**config.mk**
```make
export PLATFORM = sky130hd
export DESIGN_NAME = humidity_sensor_frame_decoder
export DESIGN_NICKNAME = d
export VERILOG_FILES = /design/src/hw/rtl/hsfd_pkg.sv /design/src/hw/rtl/hsfd_front.sv /design/src/hw/rtl/hsfd_queue.sv /design/src/hw/rtl/hsfd_back.sv /design/src/hw/rtl/humidity_sensor_frame_decoder.sv
export SDC_FILE = /design/constraint.sdc
export NUM_CORES = 1
export LEC_CHECK = 0
export BUFFER_PORTS_ARGS = -buffer_cell sky130_fd_sc_hd__buf_2
export CAP_MARGIN = 10
export CELL_PAD_IN_SITES_DETAIL_PLACEMENT = 0
export CELL_PAD_IN_SITES_GLOBAL_PLACEMENT = 1
export CORE_MARGIN = 1
export CORE_UTILIZATION = 48
export CTS_BUF_LIST = sky130_fd_sc_hd__clkbuf_8
export CTS_CLUSTER_DIAMETER = 40
export DETAILED_ROUTE_END_ITERATION = 8
export GPL_TIMING_DRIVEN = 1
export PLACE_DENSITY_LB_ADDON = 0.08
export SETUP_SLACK_MARGIN = 0.15
export SYNTH_ARGS = -nofsm -noshare
export SYNTH_HDL_FRONTEND = slang
export SYNTH_HIERARCHICAL = 1
export SYNTH_SLANG_ARGS = --single-unit
export TNS_END_PERCENT = 100
```
**constraint.sdc**
```tcl
create_clock -name clock -period 7.55 [get_ports clock]
set_input_delay 1.51 -clock clock [delete_from_list [all_inputs] [get_ports clock]]
set_output_delay 1.51 -clock clock [all_outputs]
set_load 0.01 [all_outputs]
```
**src/hw/rtl/hsfd_pkg.sv**
```systemverilog
// Shared types, constants and helper functions for the humidity sensor frame decoder.
`default_nettype none

package hsfd_pkg;

   localparam logic [7:0] CRC_INIT = 8'hFF;
   localparam logic [7:0] CRC_POLY = 8'h31;

   localparam logic [14:0] TEMP_SCALE  = 15'd17500;
   localparam logic [13:0] HUM_SCALE   = 14'd10000;
   localparam logic [15:0] TEMP_OFFSET = 16'd4500;
   localparam logic [16:0] FULL_SCALE  = 17'd65535;

   localparam int QUEUE_DEPTH = 2;

   typedef enum logic [1:0] {
      STATUS_OK       = 2'd0,
      STATUS_TEMP_BAD = 2'd1,
      STATUS_HUM_BAD  = 2'd2
   } status_type;

   // one decoded frame handed from the front end to the conversion back end
   typedef struct packed {
      logic [15:0] temp_word;
      logic [15:0] hum_word;
      status_type  status;
   } job_type;

   // one byte through the CRC-8, msb first
   function automatic logic [7:0] crc8_byte(input logic [7:0] crc, input logic [7:0] b);
      logic [7:0] c;
      c = crc ^ b;
      for (int k = 0; k < 8; k++) begin
         c = c[7] ? ((c << 1) ^ CRC_POLY) : (c << 1);
      end
      return c;
   endfunction

   // floor(x / 65535) for x below 2^31: 65535 = 2^16 - 1, so the remainder
   // after x >> 16 is low16 + q, which stays below twice the divisor
   function automatic logic [14:0] div_full_scale(input logic [30:0] x);
      logic [14:0] q;
      logic [16:0] r;
      q = x[30:16];
      r = {1'b0, x[15:0]} + {2'b00, q};
      return (r >= FULL_SCALE) ? q + 15'd1 : q;
   endfunction

endpackage

`default_nettype wire

```
**src/hw/rtl/hsfd_front.sv**
```systemverilog
// Front end: takes sensor bytes, runs the CRC and assembles one frame job.
`default_nettype none

module hsfd_front (
   input  wire logic             clock,
   input  wire logic             reset,
   input  wire logic             accept,
   input  wire logic [7:0]       data_byte,
   input  wire logic             frame_start,
   output logic                  push,
   output hsfd_pkg::job_type     push_job
);

   typedef enum logic [2:0] {
      POS_T_HI,
      POS_T_LO,
      POS_T_CRC,
      POS_H_HI,
      POS_H_LO,
      POS_H_CRC
   } pos_type;

   pos_type     pos_ff, pos_in, pos_cur;
   logic [7:0]  crc_ff, crc_in;
   logic [15:0] tw_ff, tw_in;
   logic [15:0] hw_ff, hw_in;
   logic        tbad_ff, tbad_in;
   logic        last_byte;

   // a start mark restarts the frame on this byte
   assign pos_cur = frame_start ? POS_T_HI : pos_ff;

   always_comb begin
      pos_in    = pos_ff;
      crc_in    = crc_ff;
      tw_in     = tw_ff;
      hw_in     = hw_ff;
      tbad_in   = tbad_ff;
      last_byte = 1'b0;
      case (pos_cur)
         POS_T_HI: begin
            crc_in  = hsfd_pkg::crc8_byte(hsfd_pkg::CRC_INIT, data_byte);
            tw_in   = {data_byte, 8'h00};
            tbad_in = 1'b0;
            pos_in  = POS_T_LO;
         end
         POS_T_LO: begin
            crc_in = hsfd_pkg::crc8_byte(crc_ff, data_byte);
            tw_in  = {tw_ff[15:8], data_byte};
            pos_in = POS_T_CRC;
         end
         POS_T_CRC: begin
            tbad_in = (crc_ff != data_byte);
            crc_in  = hsfd_pkg::CRC_INIT;
            pos_in  = POS_H_HI;
         end
         POS_H_HI: begin
            crc_in = hsfd_pkg::crc8_byte(hsfd_pkg::CRC_INIT, data_byte);
            hw_in  = {data_byte, 8'h00};
            pos_in = POS_H_LO;
         end
         POS_H_LO: begin
            crc_in = hsfd_pkg::crc8_byte(crc_ff, data_byte);
            hw_in  = {hw_ff[15:8], data_byte};
            pos_in = POS_H_CRC;
         end
         POS_H_CRC: begin
            last_byte = 1'b1;
            crc_in    = hsfd_pkg::CRC_INIT;
            pos_in    = POS_T_HI;
         end
         default: begin
            pos_in = POS_T_HI;
            crc_in = hsfd_pkg::CRC_INIT;
         end
      endcase
   end

   // temperature failure takes precedence over humidity
   always_comb begin
      push_job.temp_word = tw_ff;
      push_job.hum_word  = hw_ff;
      if (tbad_ff) begin
         push_job.status = hsfd_pkg::STATUS_TEMP_BAD;
      end else if (crc_ff != data_byte) begin
         push_job.status = hsfd_pkg::STATUS_HUM_BAD;
      end else begin
         push_job.status = hsfd_pkg::STATUS_OK;
      end
   end

   assign push = accept && last_byte;

   always_ff @(posedge clock) begin
      if (reset) begin
         pos_ff  <= POS_T_HI;
         crc_ff  <= hsfd_pkg::CRC_INIT;
         tw_ff   <= '0;
         hw_ff   <= '0;
         tbad_ff <= 1'b0;
      end else if (accept) begin
         pos_ff  <= pos_in;
         crc_ff  <= crc_in;
         tw_ff   <= tw_in;
         hw_ff   <= hw_in;
         tbad_ff <= tbad_in;
      end
   end

endmodule

`default_nettype wire

```
**src/hw/rtl/hsfd_queue.sv**
```systemverilog
// Short job queue between the front end and the conversion back end.
`default_nettype none

module hsfd_queue #(
   parameter int DEPTH = hsfd_pkg::QUEUE_DEPTH
) (
   input  wire logic              clock,
   input  wire logic              reset,
   input  wire logic              push,
   input  wire hsfd_pkg::job_type push_job,
   output logic                   full,
   output logic                   job_valid,
   output hsfd_pkg::job_type      job,
   input  wire logic              pop
);

   localparam int PtrW = (DEPTH > 1) ? $clog2(DEPTH) : 1;
   localparam int CntW = $clog2(DEPTH + 1);
   localparam logic [PtrW-1:0] LastPtr = PtrW'(DEPTH - 1);
   localparam logic [CntW-1:0] DepthCnt = CntW'(DEPTH);

   hsfd_pkg::job_type entry_ff [DEPTH];
   logic [PtrW-1:0] wr_ptr_ff, wr_ptr_in;
   logic [PtrW-1:0] rd_ptr_ff, rd_ptr_in;
   logic [CntW-1:0] count_ff, count_in;
   logic            do_pop;

   assign full      = (count_ff == DepthCnt);
   assign job_valid = (count_ff != '0);
   assign job       = entry_ff[rd_ptr_ff];
   assign do_pop    = pop && job_valid;

   always_comb begin
      wr_ptr_in = wr_ptr_ff;
      rd_ptr_in = rd_ptr_ff;
      count_in  = count_ff;
      if (push) begin
         wr_ptr_in = (wr_ptr_ff == LastPtr) ? '0 : wr_ptr_ff + 1'b1;
      end
      if (do_pop) begin
         rd_ptr_in = (rd_ptr_ff == LastPtr) ? '0 : rd_ptr_ff + 1'b1;
      end
      if (push && !do_pop) begin
         count_in = count_ff + 1'b1;
      end else if (do_pop && !push) begin
         count_in = count_ff - 1'b1;
      end
   end

   always_ff @(posedge clock) begin
      if (reset) begin
         wr_ptr_ff <= '0;
         rd_ptr_ff <= '0;
         count_ff  <= '0;
      end else begin
         wr_ptr_ff <= wr_ptr_in;
         rd_ptr_ff <= rd_ptr_in;
         count_ff  <= count_in;
      end
   end

   always_ff @(posedge clock) begin
      if (push) begin
         entry_ff[wr_ptr_ff] <= push_job;
      end
   end

endmodule

`default_nettype wire

```
**src/hw/rtl/hsfd_back.sv**
```systemverilog
// Back end: scales raw words to centi-units in two stages, ending in the output register.
`default_nettype none

module hsfd_back (
   input  wire logic              clock,
   input  wire logic              reset,
   input  wire logic              job_valid,
   input  wire hsfd_pkg::job_type job,
   output logic                   pop,
   output logic                   out_valid,
   input  wire logic              out_ready,
   output logic [14:0]            temperature_centi,
   output logic [13:0]            humidity_centi,
   output logic [1:0]             status
);

   logic                 s1_valid_ff;
   logic [30:0]          s1_tprod_ff, s1_tprod_in;
   logic [30:0]          s1_hprod_ff, s1_hprod_in;
   hsfd_pkg::status_type s1_status_ff;

   logic                 s2_valid_ff;
   logic [14:0]          s2_temp_ff, s2_temp_in;
   logic [13:0]          s2_hum_ff, s2_hum_in;
   hsfd_pkg::status_type s2_status_ff;

   logic        adv1, adv2;
   logic [14:0] t_quot, h_quot;
   logic [15:0] t_centi;

   assign adv2 = !s2_valid_ff || out_ready;
   assign adv1 = !s1_valid_ff || adv2;
   assign pop  = job_valid && adv1;

   assign s1_tprod_in = 31'(job.temp_word) * 31'(hsfd_pkg::TEMP_SCALE);
   assign s1_hprod_in = 31'(job.hum_word) * 31'(hsfd_pkg::HUM_SCALE);

   assign t_quot  = hsfd_pkg::div_full_scale(s1_tprod_ff);
   assign h_quot  = hsfd_pkg::div_full_scale(s1_hprod_ff);
   assign t_centi = {1'b0, t_quot} - hsfd_pkg::TEMP_OFFSET;

   // values read as zero whenever either check failed
   always_comb begin
      if (s1_status_ff == hsfd_pkg::STATUS_OK) begin
         s2_temp_in = t_centi[14:0];
         s2_hum_in  = h_quot[13:0];
      end else begin
         s2_temp_in = '0;
         s2_hum_in  = '0;
      end
   end

   always_ff @(posedge clock) begin
      if (reset) begin
         s1_valid_ff <= 1'b0;
         s2_valid_ff <= 1'b0;
      end else begin
         if (adv1) begin
            s1_valid_ff <= job_valid;
         end
         if (adv2) begin
            s2_valid_ff <= s1_valid_ff;
         end
      end
   end

   always_ff @(posedge clock) begin
      if (pop) begin
         s1_tprod_ff  <= s1_tprod_in;
         s1_hprod_ff  <= s1_hprod_in;
         s1_status_ff <= job.status;
      end
      if (s1_valid_ff && adv2) begin
         s2_temp_ff   <= s2_temp_in;
         s2_hum_ff    <= s2_hum_in;
         s2_status_ff <= s1_status_ff;
      end
   end

   assign out_valid         = s2_valid_ff;
   assign temperature_centi = s2_temp_ff;
   assign humidity_centi    = s2_hum_ff;
   assign status            = s2_status_ff;

endmodule

`default_nettype wire

```
**src/hw/rtl/humidity_sensor_frame_decoder.sv**
```systemverilog
// Top level of the humidity sensor frame decoder.
//
//   channel | dir | tdata                                       | tuser
//   req_    | in  | [7:0] data_byte                             | frame_start
//   rsp_    | out | [14:0] temperature_centi, [28:15] humidity_centi, [30:29] status | -
//
// One byte is accepted per cycle while req_tready is high; a frame of six bytes gives one item.
// After the sixth byte the job is registered in the queue, the multiply
// stage and the scale/output stage, advancing when the output is not stalled.
// Reset is synchronous; no clearing pass follows.
// req_tready drops only while the job queue is full, which needs the
// output to stall for several frames.
`default_nettype none

module humidity_sensor_frame_decoder #(
   parameter int QUEUE_DEPTH = hsfd_pkg::QUEUE_DEPTH
) (
   input  wire logic        clock,
   input  wire logic        reset,
   input  wire logic        req_tvalid,
   output logic             req_tready,
   input  wire logic [7:0]  req_tdata,   // [7:0] data_byte
   input  wire logic        req_tuser,   // [0] frame_start
   output logic             rsp_tvalid,
   input  wire logic        rsp_tready,
   output logic [31:0]      rsp_tdata    // [14:0] temperature_centi, [28:15] humidity_centi,
                                         // [30:29] status, [31] zero
);

   logic              accept;
   logic              push;
   hsfd_pkg::job_type push_job;
   logic              q_full;
   logic              job_valid;
   hsfd_pkg::job_type job;
   logic              pop;
   logic [14:0]       temperature_centi;
   logic [13:0]       humidity_centi;
   logic [1:0]        status;

   assign req_tready = !q_full;
   assign accept     = req_tvalid && req_tready;

   hsfd_front u_front (
      .clock       (clock),
      .reset       (reset),
      .accept      (accept),
      .data_byte   (req_tdata),
      .frame_start (req_tuser),
      .push        (push),
      .push_job    (push_job)
   );

   hsfd_queue #(
      .DEPTH (QUEUE_DEPTH)
   ) u_queue (
      .clock     (clock),
      .reset     (reset),
      .push      (push),
      .push_job  (push_job),
      .full      (q_full),
      .job_valid (job_valid),
      .job       (job),
      .pop       (pop)
   );

   hsfd_back u_back (
      .clock             (clock),
      .reset             (reset),
      .job_valid         (job_valid),
      .job               (job),
      .pop               (pop),
      .out_valid         (rsp_tvalid),
      .out_ready         (rsp_tready),
      .temperature_centi (temperature_centi),
      .humidity_centi    (humidity_centi),
      .status            (status)
   );

   assign rsp_tdata = {1'b0, status, humidity_centi, temperature_centi};

endmodule

`default_nettype wire

```
Word level (Yosys, flattened, before mapping) --
Memory sizes are Yosys's and may differ from the RTL's. A register that Yosys moved wholly into a read port is not among the register bits. Index checks and enable logic that the tools add are counted.
Storage, ports and cells: logic and storage cells 122, RAM bits 68, memories kept 1, input bits 13, register bits 138, output and inout port bits 34
Memories:
- u_queue.entry_ff | depth 2, bits a word 34, read ports 1, clocked after memory_dff 1, write ports 1, line hsfd_queue.sv:22 | hsfd_pkg::job_type entry_ff [DEPTH];
Operators by class: equal/unequal tests 7, mux-type cells 35, add/sub/neg operators 9, reduce and logical (&&, ||, !) cells 28, magnitude comparators 2, multipliers 2, bitwise operators 20
Operators by type and width (count):
- 6-bit two-way mux | 16
- 16-bit one-hot mux with 2 select lines | 2
- 3-bit NOT | 16
- 17-bit by 16-bit greater-or-equal comparator with 1-bit output (second input constant) | 2
- 16-bit by 13-bit multiplier with 29-bit output (second input constant) | 1
- 16-bit by 10-bit multiplier with 26-bit output (second input constant) | 1
- 16-bit by 14-bit adder with 17-bit output | 1
- 16-bit by 15-bit adder with 17-bit output | 1
- 8-bit one-hot mux with 2 select lines | 1
- 15-bit by 1-bit adder with 15-bit output (second input constant) | 1
- 15-bit two-way mux | 1
- 3-bit one-hot mux with 5 select lines | 1
- 15-bit by 13-bit subtractor with 15-bit output (second input constant) | 1
- 14-bit by 1-bit adder with 14-bit output (second input constant) | 1
- 14-bit two-way mux | 1
- 2-bit nonzero test | 5
- 2-bit two-way mux | 4
- 8-bit inequality test | 1
- 8-bit NOT | 1
- 8-bit XOR | 1
- 1-bit logical AND | 7
- 1-bit two-way mux | 7
- 3-bit by 2-bit == test with 1-bit output (second input constant) | 2
- 3-bit == test (second input constant) | 2
- other kinds (15) | 26

Depth between registers and ports, before layout --
depth after elaboration 18, depth in mapped cells 25, mapped depth without buffers 23

Hierarchy --
Netlist, hierarchy kept.
By module, submodules not included:
- hsfd_back | cells each 1089, area each 10700.3 um2, instances 1, seq. area each 2682.6 um2
- hsfd_queue | cells each 128, area each 2663.8 um2, instances 1, seq. area each 2142.1 um2
- hsfd_front | cells each 254, area each 2259.7 um2, instances 1, seq. area each 880.8 um2
- humidity_sensor_frame_decoder | cells each 4, area each 21.3 um2, instances 1, seq. area each 0.0 um2

Least setup slack after synthesis --
OpenSTA, ideal clock, no wires.
path kind input to register, from input port rsp_tready, to register u_queue.count_ff[1], path slack -235 ps, data required time 7480 ps, setup time 70 ps, buffers on the path 0, arrival time 7715 ps, cell stages on the path 6, cells stage by stage nor2b_1 a21boi_0 o21ai_0 ha_1 or3_1 a21oi_1
Between the ends: word-level cells in the longest chain between the ends 7, elaborated cells between the ends (all ways) 9, classes of those cells mux (1); reduce/logical (8)
RTL lines:
- from (decl) | line humidity_sensor_frame_decoder.sv:25 | input wire logic rsp_tready,
- 1-bit logical OR * | line hsfd_back.sv:31 | assign adv2 = !s2_valid_ff || out_ready;
- 1-bit logical OR * | line hsfd_back.sv:32 | assign adv1 = !s1_valid_ff || adv2;
- 1-bit logical AND * | line hsfd_back.sv:33 | assign pop = job_valid && adv1;
- via pop | line humidity_sensor_frame_decoder.sv:36 | logic pop;
- 1-bit logical AND * | line hsfd_queue.sv:31 | assign do_pop = pop && job_valid;
- 1-bit zero test | line hsfd_queue.sv:43 | if (push && !do_pop) begin
- 1-bit logical AND | line hsfd_queue.sv:43
- 2-bit two-way mux / 2-bit nonzero test (equally long branches)
- to (signal assigned) | line hsfd_queue.sv:58 | count_ff <= count_in;
- to (decl) | line hsfd_queue.sv:25 | logic [CntW-1:0] count_ff, count_in;
Mark *: on every way through the listed nets, which the timed path passes. The rest lies on a longest branch. A chain may end at the register's enable or synchronous reset.

==> key figures <==
Power
  – Sequential Power Share: around half
  – Sw Share: 22.6%
  – Comb power frac: 5.5%
  – Psw: approximately 0.55 mW
  – Clock group share of total power: between 40% and 50%
  – Pwr dens: roughly 140 nW/um^2
  – Leakage: between 7 and 8 nW
  – P_int: around 1.9 mW
  – Worst vdd ir: ~0.00017 V

Synth
  – Primary FF master, synth: edfxtp_1
  – Post-synth EDFFs: around 160
  – #FFs+latches synth: 207
  – Synthesized area: 15,600 um^2
  – Mapped Cells: 1,475
  – Seq/Total Area, Yosys: between 30% and 40%
  – Syn Area/Cell: around 11 um^2
  – Synth unique cells: 80
  – Async SR Flop Fraction: 0%
  – Synth Warn #: 6
  – Synthesized Nets: approximately 1,800

CTS
  – Setup Buffers After CTS: 0
  – Clock transition at the registers of the reported paths: roughly 0.060 ns
  – CTS Hold Bufs: 0
  – CTS Root Cell: clkbuf_8
  – Num CTS Buffers: 40
  – Clk_lat worst skew: roughly 0.54 ns
  – Max clock buf depth: 3
  – PostCTS Resize Cnt: 0
  – CTS tree: yes
  – H-tree Lvls: 2
  – Clock sinks: a little over 200

Floorplanning
  – Die span in x: approximately 180 um
  – Initial Util: 49.2%
  – Num rows: 65
  – Die span in y: around 180 um
  – Area of the die: approximately 33,000 um^2
  – Core area: between 30,000 and 40,000 um^2
  – Num ports: between 40 and 50

STA
  – Transition time of the tightest slew-check pin: around 0.98 ns
  – Final setup vio count: 0
  – Max-slew violations: 0
  – Rel. slew slack: 34.6%
  – Final Skew: 0.0253 ns
  – Hold Slack: around 0.46 ns
  – Tcrit/Tclk final: between 70% and 80%
  – RSZ-0062 raised after global routing: false
  – Setup ws final: 1.52 ns
  – TNS Setup: 0 ns
  – Fmax achieved: about 170 MHz
  – Final worst path period need: about 6 ns
  – Final hold violation count: 0

Routing
  – DR iter-0 viols: slightly above 400
  – Top Layer Used: met4
  – Final wirelength: roughly 30 mm
  – Drt wl/cell: 15.2 um
  – Met1 WL: between 15 and 20 mm
  – DRC viols: 0
  – DR vias/cell: about 5
  – Pre-Repair DR Iteration Count: 5
  – Met3 wire length: approximately 900 um
  – Post-route ant nets: 0
  – Number of vias in the routed layout: roughly 10,000
  – Met2 wire len: between 10 and 15 mm

Critical path
  – Worst Path Arrival: ~6.3 ns
  – Crit Path Class: reg -> reg
  – CP Launch Type: register
  – Worst Path Max Fanout: 28
  – Worst Path Required: about 7.8 ns
  – Worst setup EP type: register

Place
  – DP Wirelength: around 24 mm
  – Pre-CTS WS: between 1 and 1.5 ns
  – Port buffer count: between 40 and 50
  – Gpl congestion: ~0.84

GRT
  – Vias in the first global route: a little over 10,000
  – Pin count of the biggest net entering global routing: just under 60
  – First-pass GRT wire length: roughly 51 mm
  – Gr usage total: about a fifth
  – Initial antenna violation count: 0
  – Grt total ovfl: 0

Finish
  – Area grow syn2layout: 8.92%
  – Layout cells sized above 1: 11.2%
  – Commonest cells after routing, fill and taps aside: inv_1 (250), ha_1 (194), edfxtp_1 (156), nor2_1 (109), fa_1 (82)
  – Final #Nets: 1,813
  – Ant. Diodes: 0
  – Final Util: 53.6%
  – Commonest non-fill, non-tap cell in the layout: inv_1

Flow run
  – MaxCap Viol Count: 0

Min path
  – Worst Hold Class: reg -> reg

Outcome
  – Status: completed
[path summary, 6_finish.rpt]
path,from,to,slack (ns),cells after the start
max,register,u_back/s1_tprod_ff[30],1.52,22
min reg2reg,u_front/tw_ff[12],u_queue/entry_ff[0][30],0.46,0
min,u_front/tw_ff[12],u_queue/entry_ff[0][30],0.46,0
max reg2reg,register,u_back/s1_tprod_ff[30],1.52,22
[logic make-up (layout without fill, tap and decap cells)]
logic type	Yosys count	after routing	share of synthesized area, %
other cells	1	1	0.0240
simple gates	319	319	9.80
compound gates	221	221	9.78
mux	47	47	3.28
buf+inv	281	360	7.21
flops	207	207	36.5
fa+ha+maj	276	276	26.0
xor+xnor	123	123	7.43
[layer usage]
metal  vias up  track usage (%)
li1       5179                -
met1      4662             27.0
met2       152             29.7
met3        42             2.71
met4         0             5.61
met5         -                0
[power by group through the flow]
stage               clock network [mW]  logic [mW]  registers [mW]
detailed placement                   0       0.135            1.26
floorplan                            0       0.117            1.25
CTS                               1.11       0.136            1.23
global placement                     0       0.133            1.26
global route                      1.16       0.150            1.23
finish                            1.07       0.135            1.23
[through the flow]
step | power (mW) | std cells | instance area, um^2
finish | 2.44 | 1989 | 17000
floorplan | 1.37 | 1475 | 15600
global route | 2.55 | 1989 | 17000
detailed placement | 1.39 | 1917 | 16200
CTS | 2.48 | 1989 | 17000
global placement | 1.39 | 1917 | 16200
[cell usage after synthesis, types with 5 or more instances]
| master | number | share of area, % |
|---|---|---|
| mux2i_1 | 13 | 0.83 |
| xnor2_1 | 74 | 4.1 |
| a221oi_1 | 8 | 0.45 |
| clkbuf_1 | 22 | 0.53 |
| buf_4 | 6 | 0.29 |
| nor2_1 | 109 | 2.6 |
| nand2_1 | 63 | 1.5 |
| inv_1 | 237 | 5.7 |
| and3_1 | 10 | 0.40 |
| a22oi_1 | 8 | 0.38 |
| buf_6 | 5 | 0.36 |
| ha_1 | 194 | 16 |
| nor2b_1 | 9 | 0.36 |
| nand3_1 | 47 | 1.5 |
| dfxtp_1 | 51 | 6.5 |
| a21o_1 | 25 | 1.2 |
| a31oi_1 | 8 | 0.32 |
| and2_1 | 8 | 0.32 |
| fa_1 | 82 | 10 |
| o21ai_0 | 25 | 0.80 |
| o211ai_1 | 6 | 0.29 |
| mux2_2 | 34 | 2.4 |
| xor2_1 | 43 | 2.4 |
| nor3_1 | 17 | 0.54 |
| o21a_1 | 8 | 0.38 |
| nand4_1 | 16 | 0.64 |
| edfxtp_1 | 156 | 30 |
| or3_1 | 10 | 0.40 |
| or2_2 | 7 | 0.28 |
| a21oi_1 | 70 | 2.2 |
| o21bai_1 | 11 | 0.53 |
| buf_2 | 11 | 0.35 |
[critical path, cell delays in order, from the launching register on]
cell	delay (ns)
dfxtp_1	0.47
buf_4	0.40
mux2_2	0.44
ha_1	0.29
inv_1	0.05
fa_1	0.49
inv_1	0.04
ha_1	0.28
ha_1	0.28
inv_1	0.05
fa_1	0.52
inv_1	0.05
ha_1	0.33
a21oi_1	0.22
o21bai_1	0.10
a21oi_1	0.23
o21bai_1	0.15
a311oi_1	0.31
nor3_1	0.13
a21bo_2	0.22
a21o_1	0.19
a221oi_1	0.38
o21ai_0	0.16
[registers in the layout, summed over array words and instances (netlist names), 3 cells and up, named ones only]
signal                    cells
u_front/pos_ff                3
u_front/hw_ff                16
u_front/tw_ff                16
u_queue/entry_ff             68
u_back/s1_tprod_ff           29
u_back/humidity_centi        14
u_back/s1_hprod_ff           26
u_back/temperature_centi     15
u_front/crc_ff                8
[layout make-up]
cell class,instances,area [um^2]
Multi-Input combinational cell,987,8830
Clock inverter,29,208
Timing Repair Buffer,51,270
Fill cell,2942,14800
Sequential cell,207,5710
Clock buffer,43,592
Tap cell,435,544
Inverter,237,890
Note: power is estimated with default switching activity, not from simulation.
